==> src/design/srcuv_div_pipe.sv <==
// ----------------------------------------------------------------------------
// srcuv_div_pipe
// floor(num * span / den): one multiply stage, then one restoring division
// step per quotient bit. Quotient fits UV_WIDTH bits since num <= den.
// ----------------------------------------------------------------------------
`default_nettype none

module srcuv_div_pipe #(
    parameter int COORD_WIDTH = 16,
    parameter int UV_WIDTH    = 16
) (
    input  wire logic                   i_clk,
    input  wire logic                   i_adv,
    input  wire logic [COORD_WIDTH-2:0] i_num,
    input  wire logic [UV_WIDTH-1:0]    i_span,
    input  wire logic [COORD_WIDTH-2:0] i_den,
    output logic [UV_WIDTH-1:0]         o_quo
);

    localparam int AW = COORD_WIDTH - 1;
    localparam int UW = UV_WIDTH;
    localparam int PW = AW + UW;

    // upper AW bits: partial remainder, lower UW bits: dividend then quotient
    logic [PW-1:0] r_work [0:UW];
    logic [AW-1:0] r_den  [0:UW];

    always_ff @(posedge i_clk) begin
        if (i_adv) begin
            r_work[0] <= PW'(i_num) * PW'(i_span);
            r_den[0]  <= i_den;
        end
    end

    for (genvar k = 1; k <= UW; k++) begin : g_step
        logic [AW:0] trial;
        logic [AW:0] diff;
        logic        ge;

        always_comb begin
            trial = r_work[k-1][PW-1:UW-1];
            ge    = trial >= {1'b0, r_den[k-1]};
            diff  = ge ? (trial - {1'b0, r_den[k-1]}) : trial;
        end

        always_ff @(posedge i_clk) begin
            if (i_adv) begin
                r_work[k] <= {diff[AW-1:0], r_work[k-1][UW-2:0], ge};
                r_den[k]  <= r_den[k-1];
            end
        end
    end

    assign o_quo = r_work[UW][UW-1:0];

endmodule

`default_nettype wire

==> config.mk <==
export PLATFORM = sky130hd
export DESIGN_NAME = srcuv_div_pipe
export DESIGN_NICKNAME = d
export VERILOG_FILES = /design/src/design/srcuv_div_pipe.sv
export SDC_FILE = /design/constraint.sdc
export NUM_CORES = 2
export LEC_CHECK = 0
export BUFFER_PORTS_ARGS = -buffer_cell sky130_fd_sc_hd__buf_4
export CAP_MARGIN = 10
export CORE_ASPECT_RATIO = 0.5
export CORE_UTILIZATION = 40
export DETAILED_ROUTE_END_ITERATION = 8
export GPL_TIMING_DRIVEN = 0
export MAX_ROUTING_LAYER = met4
export PLACE_DENSITY = 0.61
export SLEW_MARGIN = 25
export SYNTH_ARGS = -nofsm -noshare
export SYNTH_HDL_FRONTEND = slang
export SYNTH_SLANG_ARGS = --single-unit
==> constraint.sdc <==
create_clock -name i_clk -period 6.55 [get_ports i_clk]
set_clock_uncertainty 0.2 [all_clocks]
set_input_delay 1.31 -clock i_clk [delete_from_list [all_inputs] [get_ports i_clk]]
set_output_delay 1.31 -clock i_clk [all_outputs]
set_load 0.03 [all_outputs]
==> run summary <==
The flow ran to the end, and the final reports show no timing, DRC or antenna violations. The multi-input combinational cell area was 0.0213 mm^2. The type of element launching the critical path is an input port. After layout, the worst path uses 97.5% of the clock period. The run gives 0.117 mm^2 as the die outline area. Hold buffer count at cts: 0. The clock network power share was 14.5%; the per-cell via count in the routed design was 5.06. The total global routing track utilization is 15.9%, and the average wire length per cell after detail routing is 15.6 um.

The power share of the combinational group is 56.9%. In this run the standard cell core region covers 0.113 mm^2. At the pin with the least slew margin, the transition time is 0.917 ns. Clock tree synthesis inserted a total of 72 buffers.

The smallest clock period supported by the final layout is computed as 6.39 ns. Sequential cells were found to cover 49.1% of the synthesized design area. The switching fraction of total power is 39.4%. The tools report the number of remaining DRC errors as 0. The signed area change from the synthesized netlist to the final layout was 11.8%. Summed over all cells, the static leakage comes to 21.3 nW.

The count of clock tree sinks is 752, and the count of input and output buffers is 63. The initial utilization of the core area, before any placement, comes to 40.6%. The height of the die works out to 242 um.

STA classifies the critical path endpoint as a register. Along the worst path, the maximum fanout reaches 7. The overall power after layout was 27.5 mW; the area used by sequential logic in the layout was 0.0226 mm^2.

After detailed routing, the total wire length is 87.7 mm. The number of instances in the synthesized netlist was 3,908; the share of async-settable or async-resettable flops after synthesis was 0%. The most common cell after layout, fill and taps aside was sky130_fd_sc_hd__edfxtp_1.

The number of standard cells in the layout, taps in and fillers out was 5,622; the half-perimeter wire length after placement was 67.2 mm. In this run the power density over the cells is 533 mW/mm^2. The die boundary width is 482 um, and the design internal power is 16.6 mW. Top-area cell type share of the netlist area: 49.1%. The cell family contributing the most delay on the critical path is adder cells. For this design the top-level I/O count stands at 64. The final count of pins violating max slew came out at 0. The start-to-end type of the worst setup path was in -> reg. Yosys attributes the largest share of cell area to sky130_fd_sc_hd__edfxtp_1 (49%), sky130_fd_sc_hd__ha_1 (9.1%), sky130_fd_sc_hd__fa_1 (8.5%).

Walking the worst path, the cells encountered are buf_4 -> buf_8 -> buf_4 -> and2_1 -> fa_1 -> inv_1 -> fa_1 -> inv_1 -> fa_1 -> fa_2 -> fa_1 -> inv_1 -> fa_1 -> inv_1 -> ha_4 -> a21o_1 -> a21o_1 -> a21oi_2 -> nand2_1 -> o21ai_2 -> nand3_1 -> xor2_1. After synthesis the cells add up to 0.0460 mm^2. Counting stages on the worst path, the most repeated cell is sky130_fd_sc_hd__fa_1.

The mean post-synth cell area was 11.8 um^2; the total congestion overflow after global routing was 0. The run gives 10.8 mW as the total net switching power. The path class of the tightest hold or removal check is reg -> reg. The total of endpoints with negative setup slack in the final report is 0, and the initial detailed-routing violation count is 1,405. The number of antenna violations at the first check in global routing was 0; the count of cell types in the netlist was 83.

Counting every net in the synthesized netlist gives 4,486. The net count of the finished layout is 4,633. CTS placed an instance of sky130_fd_sc_hd__clkbuf_16 at the clock tree root. The logs give 5,492 for the cell total after placement and 10,200 for the fill cell instance count of the final layout. Number of enable flip-flop cells after synthesis: 752.

TritonCTS built the clock tree. The run gives 0 as the max-capacitance violation count. The final hold slack is 0.212 ns, and the buffers plus inverters on the worst setup path is 7. The run gives 0 as the number of antenna-violating nets in the routed design.

The tools report the required time at the worst-slack endpoint as 6.72 ns. The logs give 157 MHz for the maximum clock rate and 37.3% for the relative max-transition margin. For this run, the detailed router's first-pass iteration total came to 5. The maximum number of pins on one net before global-route repair is 104. For this block, the via count after detailed routing is 28,400. The library cells used most frequently in the layout, excluding fill and tap cells, are sky130_fd_sc_hd__edfxtp_1 (752), sky130_fd_sc_hd__inv_1 (543), sky130_fd_sc_hd__ha_1 (324), sky130_fd_sc_hd__nand2_1 (230), sky130_fd_sc_hd__nor2_1 (200). The number of buffers on the longest clock path came out at 3. VDD sags by at most 0.707 mV. For the number of global-route vias before repair, the log shows 29,500. Data arrives at the worst endpoint at 6.56 ns. After synthesis the netlist holds a flip-flop and latch count of 752.

The standard cell with the maximum stage delay on the critical path was sky130_fd_sc_hd__fa_1. For this run, the slowest stage of the critical path takes 0.55 ns. At the end of routability-driven placement, the weighted congestion stood at 0.919.

Among all flip-flop cells after synthesis, the most frequent one is sky130_fd_sc_hd__edfxtp_1. Of all cell types, the one taking the most synthesized area is sky130_fd_sc_hd__edfxtp_1. The number of endpoints with negative hold slack in the final report was 0. For the total number of H-tree levels, the log shows 3. The clock-pin transition on the worst setup and hold timing paths works out to 0.06 ns. In the final layout, the share of cells above drive strength 1 is 11.5%. The wire length of the first global-routing pass came out at 147 mm. The number of warnings issued by yosys is 0. The tools report the source-to-sink clock delay at the later pin of the worst-skew pair as 0.65 ns. Row generation in the floorplan step produced 87 rows.

The part of the power in registers came out at 28.5%.
worst reg2reg max path, cell delays in order, from the launching register on:
cell	delay (ns)
sky130_fd_sc_hd__edfxtp_1	0.42
sky130_fd_sc_hd__ha_1	0.24
sky130_fd_sc_hd__fa_1	0.41
sky130_fd_sc_hd__nor2b_1	0.16
sky130_fd_sc_hd__o21a_1	0.17
sky130_fd_sc_hd__nor3_1	0.08
sky130_fd_sc_hd__o311ai_0	0.58
sky130_fd_sc_hd__a211oi_1	0.18
sky130_fd_sc_hd__o21ai_1	0.69
sky130_fd_sc_hd__buf_2	0.43
sky130_fd_sc_hd__mux2_2	0.39
worst paths after layout:
check / startpoint / endpoint / slack, ns / cells after the start
worst max-delay path: i_num[1] / r_work[0][29] / 0.16 / 22
worst min-delay path: r_work[0][73] / r_work[0][105] / 0.21 / 0
worst max register to register: r_den[0][75] / r_work[0][213] / 2.36 / 10
worst min register to register: r_work[0][73] / r_work[0][105] / 0.21 / 0
cell families (layout without fill, tap and decap cells):
family,count (synthesis),count (layout),share of synthesized area (%)
simple gates,903,903,9.89
flops,752,752,49.1
compound gates,722,722,10.3
buf+inv,652,851,5.53
fa+ha+maj,530,530,17.6
mux,198,198,4.76
xor+xnor,151,151,2.87
other cells,0,2,0
cells in the mapped netlist, types with 17 or more instances:
master,instances
sky130_fd_sc_hd__mux2i_1,44
sky130_fd_sc_hd__clkbuf_1,74
sky130_fd_sc_hd__and3_1,20
sky130_fd_sc_hd__nor2_1,204
sky130_fd_sc_hd__xnor2_1,107
sky130_fd_sc_hd__a21o_1,79
sky130_fd_sc_hd__nand4_1,35
sky130_fd_sc_hd__ha_1,335
sky130_fd_sc_hd__a21oi_1,187
sky130_fd_sc_hd__a21boi_0,19
sky130_fd_sc_hd__xor2_1,44
sky130_fd_sc_hd__a31oi_1,25
sky130_fd_sc_hd__nor2b_1,56
sky130_fd_sc_hd__nand3b_1,17
sky130_fd_sc_hd__nand3_1,24
sky130_fd_sc_hd__nor3_1,61
sky130_fd_sc_hd__o21a_1,54
sky130_fd_sc_hd__o21ai_0,155
sky130_fd_sc_hd__inv_1,546
sky130_fd_sc_hd__nand2_1,231
sky130_fd_sc_hd__or3_1,17
sky130_fd_sc_hd__mux2_2,149
sky130_fd_sc_hd__nand2b_1,28
sky130_fd_sc_hd__fa_1,195
sky130_fd_sc_hd__and2_1,152
sky130_fd_sc_hd__a211oi_1,24
sky130_fd_sc_hd__edfxtp_1,752
sky130_fd_sc_hd__o211ai_1,33
repair_timing:
item | CTS | global route
endpoints found under the setup margin | 13 | 15
buffers inserted | 1 | 13
pin swaps | 4 | 29
gates resized for setup | 20 | 102
flip-flops by register name, summed over array words and instances, names as in the netlist:
| name | flops |
|---|---|
| r_den | 240 |
| r_work | 512 |
power by group through the flow:
stage	clock network [mW]	logic [mW]	registers (mW)
global route	4.32	17.6	7.96
detailed placement	0	14.6	7.93
floorplan	0	11.6	7.70
global placement	0	14.4	7.97
CTS	4.14	14.8	7.84
finish	3.98	15.6	7.83
metal layers:
layer	up-vias	share of wire [%]	track usage, %
li1	14200	-	-
met1	13700	45	19.4
met2	388	49	27.1
met3	163	2.8	2.35
met4	0	3.0	5.13
met5	-	0	-
through the flow:
stage               area, um^2   TNS, ns  util [%]  worst slack (ns)
floorplan                46200   -0.0728         -           -0.0689
detailed placement       48800    -13.84      43.1             -1.03
finish                   51500         0      45.4             0.164
global placement         48600  -1634.16      42.9             -2.35
CTS                      51100         0      45.0          0.000512
global route             51500   -0.0523      45.4           -0.0270
area by class of cell:
type | count | area share [%]
Antenna cell | 2 | 0.00973
Timing Repair Buffer | 84 | 1.61
Tap cell | 1513 | 3.68
Inverter | 547 | 3.99
Buffer | 94 | 1.19
Multi-Input combinational cell | 2504 | 41.3
Clock inverter | 39 | 0.644
Sequential cell | 752 | 43.9
Clock buffer | 87 | 3.65
(Power assumes the default switching activity.)
