===== config.mk =====
export PLATFORM = sky130hd
export DESIGN_NAME = srcuv_clip
export DESIGN_NICKNAME = d
export VERILOG_FILES = /design/src/design/srcuv_clip.sv
export SDC_FILE = /design/constraint.sdc
export NUM_CORES = 1
export LEC_CHECK = 0
export BUFFER_PORTS_ARGS = -buffer_cell sky130_fd_sc_hd__buf_2
export CAP_MARGIN = 20
export CELL_PAD_IN_SITES_DETAIL_PLACEMENT = 1
export CELL_PAD_IN_SITES_GLOBAL_PLACEMENT = 1
export CORE_ASPECT_RATIO = 1.4
export CORE_MARGIN = 5
export CORE_UTILIZATION = 40
export DETAILED_ROUTE_END_ITERATION = 8
export MAX_ROUTING_LAYER = met4
export PLACE_DENSITY = 0.81
export SYNTH_ARGS = -nofsm -noshare
export SYNTH_HDL_FRONTEND = slang
export SYNTH_SLANG_ARGS = --single-unit

===== constraint.sdc =====
create_clock -name i_clk -period 12.9 [get_ports i_clk]
set_clock_uncertainty 0.2 [all_clocks]
set_input_delay 2.58 -clock i_clk [delete_from_list [all_inputs] [get_ports i_clk]]
set_output_delay 2.58 -clock i_clk [all_outputs]
set_load 0.1 [all_outputs]

===== src/design/srcuv_clip.sv =====
// ----------------------------------------------------------------------------
// srcuv_clip
// First stage for one axis: interval intersection, clipped length and the
// offsets of both clipped edges from the rectangle origin.
// ----------------------------------------------------------------------------
`default_nettype none

module srcuv_clip #(
    parameter int COORD_WIDTH = 16,
    parameter int UV_WIDTH    = 16
) (
    input  wire logic                          i_clk,
    input  wire logic                          i_adv,
    input  wire logic signed [COORD_WIDTH-1:0] i_p,
    input  wire logic [COORD_WIDTH-2:0]        i_sz,
    input  wire logic signed [COORD_WIDTH-1:0] i_c0,
    input  wire logic [COORD_WIDTH-2:0]        i_csz,
    input  wire logic [UV_WIDTH-1:0]           i_t,
    input  wire logic [UV_WIDTH-1:0]           i_span,
    output logic [COORD_WIDTH-2:0]             o_a,
    output logic [COORD_WIDTH-2:0]             o_b,
    output logic [COORD_WIDTH-2:0]             o_sz,
    output logic signed [COORD_WIDTH-1:0]      o_lo,
    output logic [COORD_WIDTH-2:0]             o_len,
    output logic                               o_ok,
    output logic signed [COORD_WIDTH-1:0]      o_p,
    output logic [UV_WIDTH-1:0]                o_t,
    output logic [UV_WIDTH-1:0]                o_span
);

    localparam int CW = COORD_WIDTH;
    localparam int AW = COORD_WIDTH - 1;

    logic signed [CW:0]   p_ext;
    logic signed [CW:0]   c0_ext;
    logic signed [CW:0]   p1;
    logic signed [CW:0]   c1;
    logic signed [CW:0]   lo;
    logic signed [CW:0]   hi;
    logic signed [CW+1:0] len;
    logic signed [CW+1:0] a_full;
    logic signed [CW+1:0] b_full;
    logic                 ok;

    logic [AW-1:0]        r_a, r_b, r_sz, r_len;
    logic signed [CW-1:0] r_lo, r_p;
    logic                 r_ok;
    logic [UV_WIDTH-1:0]  r_t, r_span;

    always_comb begin
        p_ext  = {i_p[CW-1], i_p};
        c0_ext = {i_c0[CW-1], i_c0};
        p1     = p_ext + $signed({2'b00, i_sz});
        c1     = c0_ext + $signed({2'b00, i_csz});
        lo     = (p_ext > c0_ext) ? p_ext : c0_ext;
        hi     = (p1 < c1) ? p1 : c1;
        len    = {hi[CW], hi} - {lo[CW], lo};
        a_full = {lo[CW], lo} - {p_ext[CW], p_ext};
        b_full = {hi[CW], hi} - {p_ext[CW], p_ext};
        ok     = !len[CW+1] && (len != '0) && (i_sz != '0);
    end

    always_ff @(posedge i_clk) begin
        if (i_adv) begin
            r_a    <= a_full[AW-1:0];
            r_b    <= b_full[AW-1:0];
            r_sz   <= i_sz;
            r_lo   <= lo[CW-1:0];
            r_len  <= len[AW-1:0];
            r_ok   <= ok;
            r_p    <= i_p;
            r_t    <= i_t;
            r_span <= i_span;
        end
    end

    assign o_a    = r_a;
    assign o_b    = r_b;
    assign o_sz   = r_sz;
    assign o_lo   = r_lo;
    assign o_len  = r_len;
    assign o_ok   = r_ok;
    assign o_p    = r_p;
    assign o_t    = r_t;
    assign o_span = r_span;

endmodule

`default_nettype wire


==> impl_summary.txt <==
----------------------------------------------------
[STA]
  Share of the cycle needed by the critical path after routing ... 0.748
  Worst Tran Pin Value ... 0.902 ns
  Max-slew violation count ... 0
  Max Freq ... 104 MHz
  Final min period ... 9.65 ns
  Setup violation total in the final timing report ... 0
  Worst slew margin relative to its limit ... 0.399
  Setup repair after global routing missed its margin ... false
  Final hold vios ... 0
  Setup total negative slack ... 0 ns

[Placement]
  Dpl cell area ... 0.00981 mm^2
  Routability congestion estimate ... 0.897
  Cell total after placement ... ~1200
  DP Wirelength ... 20.1 mm
  Number of buffers added on ports ... 220

[Setup path]
  Endpoint type of the worst setup path ... flip-flop
  Critical path type ... input pin to flip-flop
  Critical Path Source ... i_c0[0]
  CP Data Arrival Time ... ~9.6 ns
  Nature of the critical path startpoint ... input pin
  End point of the critical path ... o_ok
  Maximum fanout along the worst path ... 20
  Data required time of the worst path ... approximately 13 ns

[Synth]
  Number of flops mapped to enable cells by yosys ... 125
  Synthesized Nets ... a little under 1000
  Count leader, synth ... sky130_fd_sc_hd__edfxtp_1
  Syn_area_per_cell ... between 10 and 15 um^2
  Proportion of synthesized chip area in sequential cells ... 0.446
  Cell type with the highest aggregate area in the netlist ... sky130_fd_sc_hd__edfxtp_1
  Main area contributors after synthesis ... sky130_fd_sc_hd__edfxtp_1 45%, sky130_fd_sc_hd__ha_1 16%, sky130_fd_sc_hd__xnor2_1 4.3%
  Post-Synthesis Cell Area ... 0.00842 mm^2
  Synth warnings ... 0
  Top flip-flop cell by instance count after synthesis ... sky130_fd_sc_hd__edfxtp_1
  Post-synth top cells ... 125 x sky130_fd_sc_hd__edfxtp_1, 106 x sky130_fd_sc_hd__ha_1, 79 x sky130_fd_sc_hd__inv_1
  Seq cells post-synth ... 125
  Synth Instances ... 779
  Fraction of synthesis flops using an asynchronous set or reset pin ... 0
  Area share of the leading cell type in the synthesized netlist ... 0.446
  Number of distinct library cells after synthesis ... 61

[Route]
  Initial DRC Count ... 236
  Routed length per instance ... 19.3 um
  Drc violations ... 0
  Via density ... between 5 and 6
  Number of iterations in the first detailed-routing pass ... 4
  Via count of the routed design ... 6911
  Residual antenna-violating net count after detailed routing ... 0
  Overall routed net length ... 24.8 mm

[Layout]
  # fillers ... 2338
  Area growth syn-to-layout ... 22.6%
  Seq. cell area ... 0.00375 mm^2
  Footprint of the multi-input gates ... 0.00432 mm^2
  Layout Cells excl Fill ... 1282
  Final Instance Area ... 0.0103 mm^2
  NumNets Final ... 1217
  Layout cells sized above 1 ... 0.255

[CTS]
  Hold buffer count at CTS ... 0
  Number of H-tree levels ... 4
  Post-CTS setup buffer count ... 0
  Clock Root Buffer ... sky130_fd_sc_hd__clkbuf_16
  Inserted Clock Buffers ... 17
  Count of clock tree sinks ... 125
  Clock tree from TritonCTS ... yes
  Clock transition at the registers of the reported paths ... 0.06 ns
  Number of buffers on the longest clock path ... 2
  CTS-repair resized insts ... 0

[Power and ir drop]
  Leakage power ... 4.67 nW
  Switching part of the total power ... 0.520
  Sw Pwr ... 1.23 mW
  Sequential group share of total power ... 0.249
  Share of total power in combinational logic ... 0.573
  Total power density per cell area ... roughly 230 mW/mm^2
  Part of the total power dissipated in the clock network ... 0.178
  VDD IR max ... 0.138 mV
  Internal power component ... 1.14 mW

[Floorplanning]
  Die width ... between 100 and 150 um
  Initial core utilization ... 0.408
  Number of placement rows ... 62
  Full die area ... 0.0241 mm^2
  Height of the die ... 182 um
  Core Box Area ... between 0.02 and 0.025 mm^2
  Number of top-level design ports ... 221

[Run]
  Max Cap Viol ... 0

[GRT]
  Wire length of the first global-routing pass ... 38.4 mm
  Sum of overflow across all layers after global routing ... 0
  Pin count of the biggest net entering global routing ... just over 70
  Antenna violations before repair ... 2
  Vias in the first global route ... 7391
  GRT Util Overall ... 0.209

[Outcome]
  Status ... complete, no violations

[Min path]
  Hold path depth ... 1
  Class of the tightest hold or removal check ... input pin to flip-flop

----------------------------------------------------
through the flow:
stage	setup slack, ns	utilization	hold slack, ns	power [mW]
2_1_floorplan	4.21	-	2.48	1.69
3_3_place_gp	3.16	0.476	2.56	1.93
3_5_place_dp	2.83	0.476	2.56	1.95
4_1_cts	3.28	0.500	2.12	2.39
5_1_grt	2.75	0.501	2.11	2.49
6_report	3.25	0.501	2.13	2.36
power groups by stage:
| stage | Clock [mW] | Combinational [mW] | Sequential [mW] |
|---|---|---|---|
| after floorplan | 0 | 0.498 | 1.19 |
| after global placement | 0 | 1.33 | 0.593 |
| after detailed placement | 0 | 1.35 | 0.596 |
| after CTS | 0.431 | 1.37 | 0.590 |
| after global routing | 0.453 | 1.44 | 0.595 |
| final | 0.422 | 1.35 | 0.588 |
flip-flops by register name, indices dropped and copies added, names as in the netlist:
register  cells
o_p          16
o_sz         15
o_ok          1
o_lo         16
o_len        15
o_span       16
o_t          16
o_b          15
o_a          15
cells in the final DEF (no fill, tap or decap), types with 4 or more instances in the layout:
cell                        synthesis  routed
sky130_fd_sc_hd__clkbuf_16          0      17
sky130_fd_sc_hd__nor3_1            19      19
sky130_fd_sc_hd__o211ai_1           7       7
sky130_fd_sc_hd__a21boi_0           4       4
sky130_fd_sc_hd__inv_1             79      79
sky130_fd_sc_hd__a21o_1            21      21
sky130_fd_sc_hd__nand2_1           40      40
sky130_fd_sc_hd__and2_1             4       4
sky130_fd_sc_hd__xor2_1            14      14
sky130_fd_sc_hd__a211oi_1           6       6
sky130_fd_sc_hd__buf_2              0     219
sky130_fd_sc_hd__mux2i_1           10      10
sky130_fd_sc_hd__nor4_1             7       7
sky130_fd_sc_hd__o21bai_1           9       9
sky130_fd_sc_hd__a31oi_1            5       5
sky130_fd_sc_hd__edfxtp_1         125     125
sky130_fd_sc_hd__nor2_1            46      46
sky130_fd_sc_hd__o21ai_0           45      45
sky130_fd_sc_hd__fa_1               5       5
sky130_fd_sc_hd__a211o_1            5       5
sky130_fd_sc_hd__o21a_1            31      31
sky130_fd_sc_hd__nand4_1            9       9
sky130_fd_sc_hd__nand2b_1          10      10
sky130_fd_sc_hd__or3_1              5       5
sky130_fd_sc_hd__xnor2_1           41      41
sky130_fd_sc_hd__nand3_1            7       7
sky130_fd_sc_hd__clkinv_2           0       5
sky130_fd_sc_hd__nor2b_1           12      12
sky130_fd_sc_hd__o31a_1             4       4
sky130_fd_sc_hd__ha_1             106     106
sky130_fd_sc_hd__o31ai_1            6       6
sky130_fd_sc_hd__a21oi_1           47      47
area by class of cell:
cell class | count | area share
multi-input cells | 564 | 0.418
flip-flops and latches | 125 | 0.363
repair buffers | 222 | 0.108
clock buffers | 20 | 0.0423
well taps | 256 | 0.0310
inverters | 80 | 0.0291
clock inverters | 12 | 0.00714
diodes | 3 | 0.000727
critical path, cell delays in order:
cell and delay [ns]:
sky130_fd_sc_hd__buf_2 0.12, sky130_fd_sc_hd__ha_1 0.22, sky130_fd_sc_hd__fa_1 0.43, sky130_fd_sc_hd__a211o_1 0.33, sky130_fd_sc_hd__a21o_1 0.19, sky130_fd_sc_hd__a211o_1 0.30, sky130_fd_sc_hd__a21o_1 0.19, sky130_fd_sc_hd__a21oi_1 0.21
sky130_fd_sc_hd__o21ai_0 0.16, sky130_fd_sc_hd__ha_1 0.40, sky130_fd_sc_hd__nand4_1 0.17, sky130_fd_sc_hd__nor3_1 0.21, sky130_fd_sc_hd__a21oi_2 0.11, sky130_fd_sc_hd__a31oi_4 0.60, sky130_fd_sc_hd__mux2i_1 0.58, sky130_fd_sc_hd__ha_1 0.33
sky130_fd_sc_hd__nor2b_1 0.14, sky130_fd_sc_hd__o31ai_2 0.31, sky130_fd_sc_hd__a21oi_1 0.19, sky130_fd_sc_hd__o21a_1 0.24, sky130_fd_sc_hd__or3_1 0.32, sky130_fd_sc_hd__a2111oi_0 0.57, sky130_fd_sc_hd__o2111ai_1 0.23, sky130_fd_sc_hd__nor4_1 0.30
sky130_fd_sc_hd__o22ai_1 0.14
worst min path at each step:
| stage | slack, ns | end | startpoint |
|---|---|---|---|
| final | 2.13 | o_span[6] | i_span[6] |
| after global routing | 2.11 | o_span[6] | i_span[6] |
| after CTS | 2.12 | o_span[6] | i_span[6] |
| after detailed placement | 2.56 | o_span[6] | i_span[6] |
| after global placement | 2.56 | o_t[6] | i_t[6] |
| after floorplan | 2.48 | o_p[0] | i_p[0] |
kinds of logic after synthesis:
| family | synth area share |
|---|---|
| muxes | 0.0172 |
| xor gates and xnor gates | 0.0600 |
| AOI/OAI and AO/OA | 0.167 |
| buffers and inverters | 0.0414 |
| and+or+nand+nor | 0.0995 |
| DFF | 0.446 |
| adders and majority gates | 0.169 |
layer usage:
layer | global-route usage | vias to the layer above | wire length, um
met5 | - | - | 0
met3 | 0.0410 | 47 | 981
li1 | - | 3350 | -
met1 | 0.206 | 3348 | 9320
met2 | 0.398 | 166 | 13600
met4 | 0.0849 | 0 | 881
No activity file was read; power rests on OpenSTA's default activity.
